--- src/rtl/apci_pkg.sv ---
// ----------------------------------------------------------------------------
// apci_pkg
// Shared types and constants for the APCI frame delimiter.
// ----------------------------------------------------------------------------
package apci_pkg;

    // result queue between the header parser and the output stage
    localparam int QUEUE_DEPTH = 8;
    localparam int PTR_W       = $clog2(QUEUE_DEPTH);
    localparam int CNT_W       = $clog2(QUEUE_DEPTH + 1);
    // the parser writes at most this many transactions per input byte
    localparam int MAX_PUSH    = 3;

    typedef enum logic [1:0] {
        PH_HUNT,
        PH_LEN,
        PH_CTRL,
        PH_BODY
    } phase_t;

    localparam logic [1:0] KIND_I = 2'd0;
    localparam logic [1:0] KIND_S = 2'd1;
    localparam logic [1:0] KIND_U = 2'd2;

    localparam logic REG_START_BYTE = 1'b0;
    localparam logic REG_MAX_LENGTH = 1'b1;

    localparam logic [7:0] START_BYTE_RESET = 8'h68;
    localparam logic [7:0] MAX_LENGTH_RESET = 8'hFD;
    localparam logic [7:0] MIN_I_LENGTH     = 8'd4;
    // body bytes after the header of an S or U frame (6 total minus 3 header)
    localparam logic [7:0] SHORT_BODY_LEFT  = 8'd3;

    typedef struct packed {
        logic [7:0] frame_byte;
        logic [1:0] frame_kind;
        logic       is_first;
        logic       is_last;
    } beat_t;

    typedef struct packed {
        logic [1:0]  push_n;
        beat_t [2:0] beats;
    } push_t;

endpackage

--- src/rtl/apci_frame_delimiter.sv ---
// ----------------------------------------------------------------------------
// apci_frame_delimiter
// Results of an accepted byte pass through the result queue to the master
// register. Throughput: one byte per cycle in while s_tready is high and one
// transaction per cycle out while m_tready is high; s_tready drops while the
// 8-entry queue holds more than five entries.
// Reset: synchronous on aresetn low; hunts for the start byte, queue empty,
// registers at start byte 0x68 and maximum length byte 0xFD.
// ----------------------------------------------------------------------------
module apci_frame_delimiter (
    input  logic        aclk,
    input  logic        aresetn,
    input  logic        cfg_we,
    input  logic        cfg_index,
    input  logic [7:0]  cfg_wdata,
    input  logic        s_tvalid,
    output logic        s_tready,
    input  logic [7:0]  s_tdata,    // [7:0] rx_byte
    output logic        m_tvalid,
    input  logic        m_tready,
    output logic [7:0]  m_tdata,    // [7:0] frame_byte
    output logic [2:0]  m_tuser,    // [1:0] frame_kind, [2] is_first
    output logic        m_tlast     // is_last
);
    import apci_pkg::*;

    push_t push;
    beat_t head;
    logic  not_empty;
    logic  space_ok;
    logic  pop;

    apci_front u_front (
        .aclk      (aclk),
        .aresetn   (aresetn),
        .cfg_we    (cfg_we),
        .cfg_index (cfg_index),
        .cfg_wdata (cfg_wdata),
        .s_tvalid  (s_tvalid),
        .s_tready  (s_tready),
        .s_tdata   (s_tdata),
        .space_ok  (space_ok),
        .push      (push)
    );

    apci_fifo u_fifo (
        .aclk      (aclk),
        .aresetn   (aresetn),
        .push      (push),
        .pop       (pop),
        .head      (head),
        .not_empty (not_empty),
        .space_ok  (space_ok)
    );

    apci_back u_back (
        .aclk      (aclk),
        .aresetn   (aresetn),
        .head      (head),
        .not_empty (not_empty),
        .pop       (pop),
        .m_tvalid  (m_tvalid),
        .m_tready  (m_tready),
        .m_tdata   (m_tdata),
        .m_tuser   (m_tuser),
        .m_tlast   (m_tlast)
    );

endmodule

--- src/rtl/apci_front.sv ---
// ----------------------------------------------------------------------------
// apci_front
// Input side: configuration registers, frame hunting and header parsing.
// Writes zero, one or three result transactions per accepted byte.
// ----------------------------------------------------------------------------
module apci_front (
    input  logic                aclk,
    input  logic                aresetn,
    input  logic                cfg_we,
    input  logic                cfg_index,
    input  logic [7:0]          cfg_wdata,
    input  logic                s_tvalid,
    output logic                s_tready,
    input  logic [7:0]          s_tdata,    // [7:0] rx_byte
    input  logic                space_ok,
    output apci_pkg::push_t     push
);
    import apci_pkg::*;

    logic [7:0] start_byte_reg;
    logic [7:0] max_length_reg;
    phase_t     phase_reg, phase_next;
    logic [7:0] held_length_reg, held_length_next;
    logic [7:0] bytes_left_reg, bytes_left_next;
    logic [1:0] held_kind_reg, held_kind_next;

    logic       accept;
    logic [7:0] rx;
    logic [1:0] ctrl_kind;
    logic       short_i;
    logic       body_last;

    assign s_tready  = space_ok;
    assign accept    = s_tvalid && space_ok;
    assign rx        = s_tdata;
    assign ctrl_kind = (rx[1:0] == 2'b11) ? KIND_U : (rx[0] ? KIND_S : KIND_I);
    assign short_i   = (ctrl_kind == KIND_I) && (held_length_reg < MIN_I_LENGTH);
    assign body_last = (bytes_left_reg <= 8'd1);

    always_ff @(posedge aclk) begin
        if (!aresetn) begin
            start_byte_reg <= START_BYTE_RESET;
            max_length_reg <= MAX_LENGTH_RESET;
        end else if (cfg_we) begin
            case (cfg_index)
                REG_START_BYTE: start_byte_reg <= cfg_wdata;
                REG_MAX_LENGTH: max_length_reg <= cfg_wdata;
                default: ;
            endcase
        end
    end

    always_ff @(posedge aclk) begin
        if (!aresetn) begin
            phase_reg <= PH_HUNT;
        end else begin
            phase_reg <= phase_next;
        end
    end

    always_ff @(posedge aclk) begin
        if (!aresetn) begin
            held_length_reg <= '0;
            bytes_left_reg  <= '0;
            held_kind_reg   <= KIND_I;
        end else begin
            held_length_reg <= held_length_next;
            bytes_left_reg  <= bytes_left_next;
            held_kind_reg   <= held_kind_next;
        end
    end

    // next state
    always_comb begin
        phase_next = phase_reg;
        if (accept) begin
            case (phase_reg)
                PH_HUNT: begin
                    if (rx == start_byte_reg) phase_next = PH_LEN;
                end
                PH_LEN: begin
                    if (rx > max_length_reg) begin
                        // a rejected length byte may itself open a new frame
                        phase_next = (rx == start_byte_reg) ? PH_LEN : PH_HUNT;
                    end else begin
                        phase_next = PH_CTRL;
                    end
                end
                PH_CTRL: begin
                    phase_next = short_i ? PH_HUNT : PH_BODY;
                end
                PH_BODY: begin
                    if (body_last) phase_next = PH_HUNT;
                end
                default: phase_next = PH_HUNT;
            endcase
        end
    end

    // outputs and held fields
    always_comb begin
        held_length_next = held_length_reg;
        bytes_left_next  = bytes_left_reg;
        held_kind_next   = held_kind_reg;
        push.push_n      = 2'd0;
        push.beats[0]    = '{frame_byte: start_byte_reg, frame_kind: ctrl_kind,
                             is_first: 1'b1, is_last: 1'b0};
        push.beats[1]    = '{frame_byte: held_length_reg, frame_kind: ctrl_kind,
                             is_first: 1'b0, is_last: 1'b0};
        push.beats[2]    = '{frame_byte: rx, frame_kind: ctrl_kind,
                             is_first: 1'b0, is_last: 1'b0};
        if (accept) begin
            case (phase_reg)
                PH_LEN: begin
                    if (rx <= max_length_reg) held_length_next = rx;
                end
                PH_CTRL: begin
                    if (!short_i) begin
                        held_kind_next  = ctrl_kind;
                        bytes_left_next = (ctrl_kind == KIND_I) ?
                                          (held_length_reg - 8'd1) : SHORT_BODY_LEFT;
                        push.push_n     = 2'd3;
                    end
                end
                PH_BODY: begin
                    push.beats[0]   = '{frame_byte: rx, frame_kind: held_kind_reg,
                                        is_first: 1'b0, is_last: body_last};
                    push.push_n     = 2'd1;
                    bytes_left_next = body_last ? 8'd0 : (bytes_left_reg - 8'd1);
                end
                default: ;
            endcase
        end
    end

    a_no_two_push: assert property (@(posedge aclk) disable iff (!aresetn)
        push.push_n != 2'd2)
        else $error("parser wrote two transactions for one byte");

    a_header_marks: assert property (@(posedge aclk) disable iff (!aresetn)
        (push.push_n == 2'd3) |-> (push.beats[0].is_first && !push.beats[2].is_last
                                   && phase_reg == PH_CTRL))
        else $error("header written outside control phase or with wrong marks");

endmodule

--- src/rtl/apci_fifo.sv ---
// ----------------------------------------------------------------------------
// apci_fifo
// Short result queue: up to three writes and one read per cycle.
// ----------------------------------------------------------------------------
module apci_fifo (
    input  logic                aclk,
    input  logic                aresetn,
    input  apci_pkg::push_t     push,
    input  logic                pop,
    output apci_pkg::beat_t     head,
    output logic                not_empty,
    output logic                space_ok
);
    import apci_pkg::*;

    beat_t              mem [QUEUE_DEPTH];
    logic [PTR_W-1:0]   wr_ptr_reg, wr_ptr_next;
    logic [PTR_W-1:0]   rd_ptr_reg, rd_ptr_next;
    logic [CNT_W-1:0]   count_reg, count_next;

    assign head      = mem[rd_ptr_reg];
    assign not_empty = (count_reg != '0);
    assign space_ok  = (count_reg <= CNT_W'(QUEUE_DEPTH - MAX_PUSH));

    assign wr_ptr_next = wr_ptr_reg + PTR_W'(push.push_n);
    assign rd_ptr_next = rd_ptr_reg + PTR_W'(pop);
    assign count_next  = count_reg + CNT_W'(push.push_n) - CNT_W'(pop);

    always_ff @(posedge aclk) begin
        for (int k = 0; k < MAX_PUSH; k++) begin
            if (k < int'(push.push_n)) begin
                mem[wr_ptr_reg + PTR_W'(k)] <= push.beats[k];
            end
        end
    end

    always_ff @(posedge aclk) begin
        if (!aresetn) begin
            wr_ptr_reg <= '0;
            rd_ptr_reg <= '0;
            count_reg  <= '0;
        end else begin
            wr_ptr_reg <= wr_ptr_next;
            rd_ptr_reg <= rd_ptr_next;
            count_reg  <= count_next;
        end
    end

    a_count_bound: assert property (@(posedge aclk) disable iff (!aresetn)
        count_reg <= CNT_W'(QUEUE_DEPTH))
        else $error("result queue overflow");

    a_push_room: assert property (@(posedge aclk) disable iff (!aresetn)
        (push.push_n != 2'd0) |-> (count_reg <= CNT_W'(QUEUE_DEPTH - MAX_PUSH)))
        else $error("write into result queue without room for a header");

endmodule

--- src/rtl/apci_back.sv ---
// ----------------------------------------------------------------------------
// apci_back
// Output stage: takes one queued transaction at a time into the master
// register and holds it until the sink takes it.
// ----------------------------------------------------------------------------
module apci_back (
    input  logic                aclk,
    input  logic                aresetn,
    input  apci_pkg::beat_t     head,
    input  logic                not_empty,
    output logic                pop,
    output logic                m_tvalid,
    input  logic                m_tready,
    output logic [7:0]          m_tdata,    // [7:0] frame_byte
    output logic [2:0]          m_tuser,    // [1:0] frame_kind, [2] is_first
    output logic                m_tlast     // is_last
);
    import apci_pkg::*;

    logic  m_tvalid_reg;
    beat_t beat_reg;

    assign pop      = not_empty && (!m_tvalid_reg || m_tready);
    assign m_tvalid = m_tvalid_reg;
    assign m_tdata  = beat_reg.frame_byte;
    assign m_tuser  = {beat_reg.is_first, beat_reg.frame_kind};
    assign m_tlast  = beat_reg.is_last;

    always_ff @(posedge aclk) begin
        if (!aresetn) begin
            m_tvalid_reg <= 1'b0;
        end else if (!m_tvalid_reg || m_tready) begin
            m_tvalid_reg <= not_empty;
        end
    end

    always_ff @(posedge aclk) begin
        if (pop) begin
            beat_reg <= head;
        end
    end

endmodule
--- config.mk ---
export PLATFORM = sky130hd
export DESIGN_NAME = apci_frame_delimiter
export DESIGN_NICKNAME = d
export VERILOG_FILES = /design/src/rtl/apci_pkg.sv /design/src/rtl/apci_frame_delimiter.sv /design/src/rtl/apci_front.sv /design/src/rtl/apci_fifo.sv /design/src/rtl/apci_back.sv
export SDC_FILE = /design/constraint.sdc
export NUM_CORES = 1
export LEC_CHECK = 0
export ABC_AREA = 1
export CORE_AREA = 2 2 163 165
export CTS_CLUSTER_SIZE = 14
export DETAILED_ROUTE_END_ITERATION = 16
export DIE_AREA = 0 0 165 167
export DONT_BUFFER_PORTS = 1
export SETUP_SLACK_MARGIN = 0.5
export SYNTH_ARGS = -nofsm -noshare
export SYNTH_HDL_FRONTEND = slang
export SYNTH_SLANG_ARGS = --single-unit
--- constraint.sdc ---
create_clock -name aclk -period 3.3 [get_ports aclk]
set_input_delay 0.495 -clock aclk [delete_from_list [all_inputs] [get_ports aclk]]
set_output_delay 0.495 -clock aclk [all_outputs]
set_load 0.005 [all_outputs]
==> run summary <==
DIE HEIGHT = 167 um
CP peak stage delay = 0.66 ns
initial antenna violation count = 0
Seq/Total Area, Yosys = 45.4%
DP Wirelength = 21300 um
Starting DRT DRC Count = 828
CTS tree = done
largest reg by FF count = u_fifo.mem
I/O pin total = 36
Initial Utilization = 34.4%
DR vias/cell = 5.30
Mapped Nets = 1166
kind of critical path = register to register
Die W = 165 um
final setup vio count = 0
number of synthesized flops with an enable pin = 92
Distinct cells, synth = 42
Psw = 1.80 mW
leakage = 3.92 nW
met2 wire length = 12700 um
routed len/inst = 19.4 um
CTS Hold Bufs = 0
main area contributors after synthesis = edfxtp_1 31%, dfxtp_1 14%, nand2_1 12%, nor2_1 7.5%, o21ai_0 4.3%
Max Clock Freq = 0.398 GHz
number of antenna diodes = 0
Max-Cap Viols = 0
CTS Root Cell = clkbuf_16
FF-to-FF path depth = 13
Hold Path Class = input pin to register
gr ovfl total = 0
Crit path arrival time = 2.89 ns
Post-Syn Area = 0.00885 sq mm
post-synth top area share = 31.2%
Setup Skew = 0.00954 ns
GRT Total Usage = 20.9%
Slew Limit Headroom = 30.2%
clock share of power = 36.2%
uppermost layer routed = met4
row cnt = 59
crit path from = u_front.held_length_reg[2]$_SDFFE_PN0P_
met3 wire len = 2650 um
total core area = 0.0258 sq mm
most numerous cell in the Yosys netlist = nand2_1
Critical-path top delay cell = dfxtp_1
Met1 Routed Length = 12000 um
placed cell count = 1427
Post-CTS Setup Inserts = 0
Synth Area per Inst = 7.91 sq um
Resized cells post-CTS = 0
Final Hold Viols = 0
Setup crit end = u_fifo.count_reg[3]$_SDFF_PN0_
number of global-route vias before repair = 7215
drt pass-1 iters = 6
internal power = 3.65 mW
Cell Pwr Density = 557 mW/mm^2
H-Tree Depth = 4
Post-Route Setup TNS = 0 ns
run status = complete, no violations
Worst-Skew Late Latency = 0.44 ns
CP delay by family, top = flip-flops
Worst-path clk slew = 0.07 ns
share of layout cells above drive strength 1 = 10.8%
Startpoint Class = register
post-route worst setup slack = 0.785 ns
max reg flops = 96
cells along the critical path = nor2_4, nand2_2, nor2_4, nor2_4, nand2_4, ha_1, inv_1, ha_1, nand2_1, nor2_1, a211oi_1, o21ai_0, a21oi_1
clock sink total = 155
CP most frequent cell = nor2_4
sum of buffers and inverters on the critical path = 1
area delta synth->final = 10.4%
ys async rst share = 0%
fin. max-slew vios = 0
via count = 7744
Cells after Synth = 1120
Max FO, Critical Path = 10
dominant cell type by area after synthesis = edfxtp_1
Die ar. = 0.0276 sq mm
YS warnings = 0
synth cell count leaders = 289 x nand2_1, 177 x nor2_1, 92 x edfxtp_1
Worst path depth = 13
Critical Path RT = 3.67 ns
CTS Buffer Depth = 2
top_reg_cell synth = edfxtp_1
Worst R2R Start = u_front.held_length_reg[2]$_SDFFE_PN0P_
pre-CTS setup slack = 0.639 ns
Worst setup EP type = register
worst-margin pin slew = 1.04 ns
R2R Setup Slk = 0.78 ns
fin cells = 1462
ratio of final minimum period to clock period = 76.2%
routability cong. = 1.01
residual DRC count = 0
largest net degree at the start of global routing = 51
VDD IR-drop max = 319 uV
Pwr Total = 5.45 mW
RSZ-0062 raised after global routing = no
IO Port Bufs = 0
post-layout min period = 2.52 ns
switching share of power = 33.0%
sequential share of power = 42.0%
Final #Nets = 1160
reg-to-reg endpoint = u_fifo.count_reg[3]$_SDFF_PN0_
Comb power frac = 21.8%
Routed WL = 28400 um
post-route ant nets = 0
CTS Buf Count = 17
Yosys reg bits = 155
global-route wire length before repair = 42900 um
-- power by group through the flow --
stage	Sequential (mW)	Combinational [mW]	Clock (mW)
floorplan	2.32	0.825	0
global placement	2.33	1.16	0
detailed placement	2.34	1.19	0
CTS	2.30	1.19	1.99
global route	2.31	1.35	2.08
finish	2.29	1.19	1.97
-- placed cells by master, fill, tap and decap left out, types with 2 or more instances in the layout --
cell type and instances:
clkbuf_16 17, o21ai_0 76, buf_4 17, o21ai_1 20, nand2_4 10, clkinv_4 3, a21oi_1 32, nand4_1 2
nand2_1 289, fa_1 2, nand3_1 44, a31oi_1 13, inv_2 21, o22ai_1 15, clkinvlp_4 2, nand2_8 2
inv_6 5, xnor2_1 8, dfxtp_1 63, nand2_2 13, xor2_1 8, ha_1 22, nor3_1 4, nor2_1 177
inv_1 85, inv_8 2, o211ai_1 49, edfxtp_1 92, nor2_4 13, nor3_2 2, nor2_2 2
-- per-layer routing --
layer	global-route usage [%]	vias up
met4	7.45	0
li1	-	3702
met2	32.2	395
met3	6.15	79
met1	27.9	3568
met5	0	-
-- worst min-delay path by stage --
| stage | start | endpoint | slack (ns) | cells after the start |
|---|---|---|---|---|
| final | aresetn | u_front.max_length_reg[0]$_SDFFE_PN1P_ | 0.14 | 1 |
| after global routing | aresetn | u_front.max_length_reg[0]$_SDFFE_PN1P_ | 0.13 | 1 |
| after CTS | aresetn | u_front.max_length_reg[0]$_SDFFE_PN1P_ | 0.13 | 1 |
| after detailed placement | u_front.max_length_reg[1]$_SDFFE_PN0P_ | u_front.max_length_reg[1]$_SDFFE_PN0P_ | 0.45 | 2 |
| after global placement | u_front.max_length_reg[1]$_SDFFE_PN0P_ | u_front.max_length_reg[1]$_SDFFE_PN0P_ | 0.44 | 2 |
| after floorplan | u_fifo.mem[4][0]$_SDFFE_PP0N_ | u_fifo.mem[4][0]$_SDFFE_PP0N_ | 0.43 | 2 |
-- cells by family (layout without fill, tap and decap cells) --
family,Yosys count,in the layout,share of synthesized area (%)
AND/OR/NAND/NOR,562,562,27.9
buffers and inverters,151,158,7.23
adder cells (fa/ha/maj),24,24,3.56
flip-flops,155,155,45.4
AO/OA/AOI/OAI,211,211,13.9
XOR/XNOR,17,17,1.89
-- final cells by class --
class / count / area, sq um
fill: 2599 / 16000
clock buffer: 17 / 425
inverter: 108 / 408
timing repair buffer: 18 / 148
tap: 335 / 419
sequential: 155 / 4020
clock inverter: 15 / 159
multi-input combinational: 814 / 4190
-- worst register-to-register path: cells and delay by family, from the launching register on --
family	cells	cell delay, ns
AO/OA/AOI/OAI	3	0.49
AND/OR/NAND/NOR	7	0.61
adder cells (fa/ha/maj)	2	0.64
flip-flops	1	0.66
buffers and inverters	1	0.06
-- per-stage QoR --
step	instance area, sq um	hold slack (ns)	util, %
2_1_floorplan	8850	0.429	-
3_3_place_gp	9160	0.445	35.5
3_5_place_dp	9160	0.452	35.5
4_1_cts	9740	0.133	37.8
5_1_grt	9780	0.128	37.9
6_report	9780	0.141	37.9
Note: power is estimated with default switching activity, not from simulation.
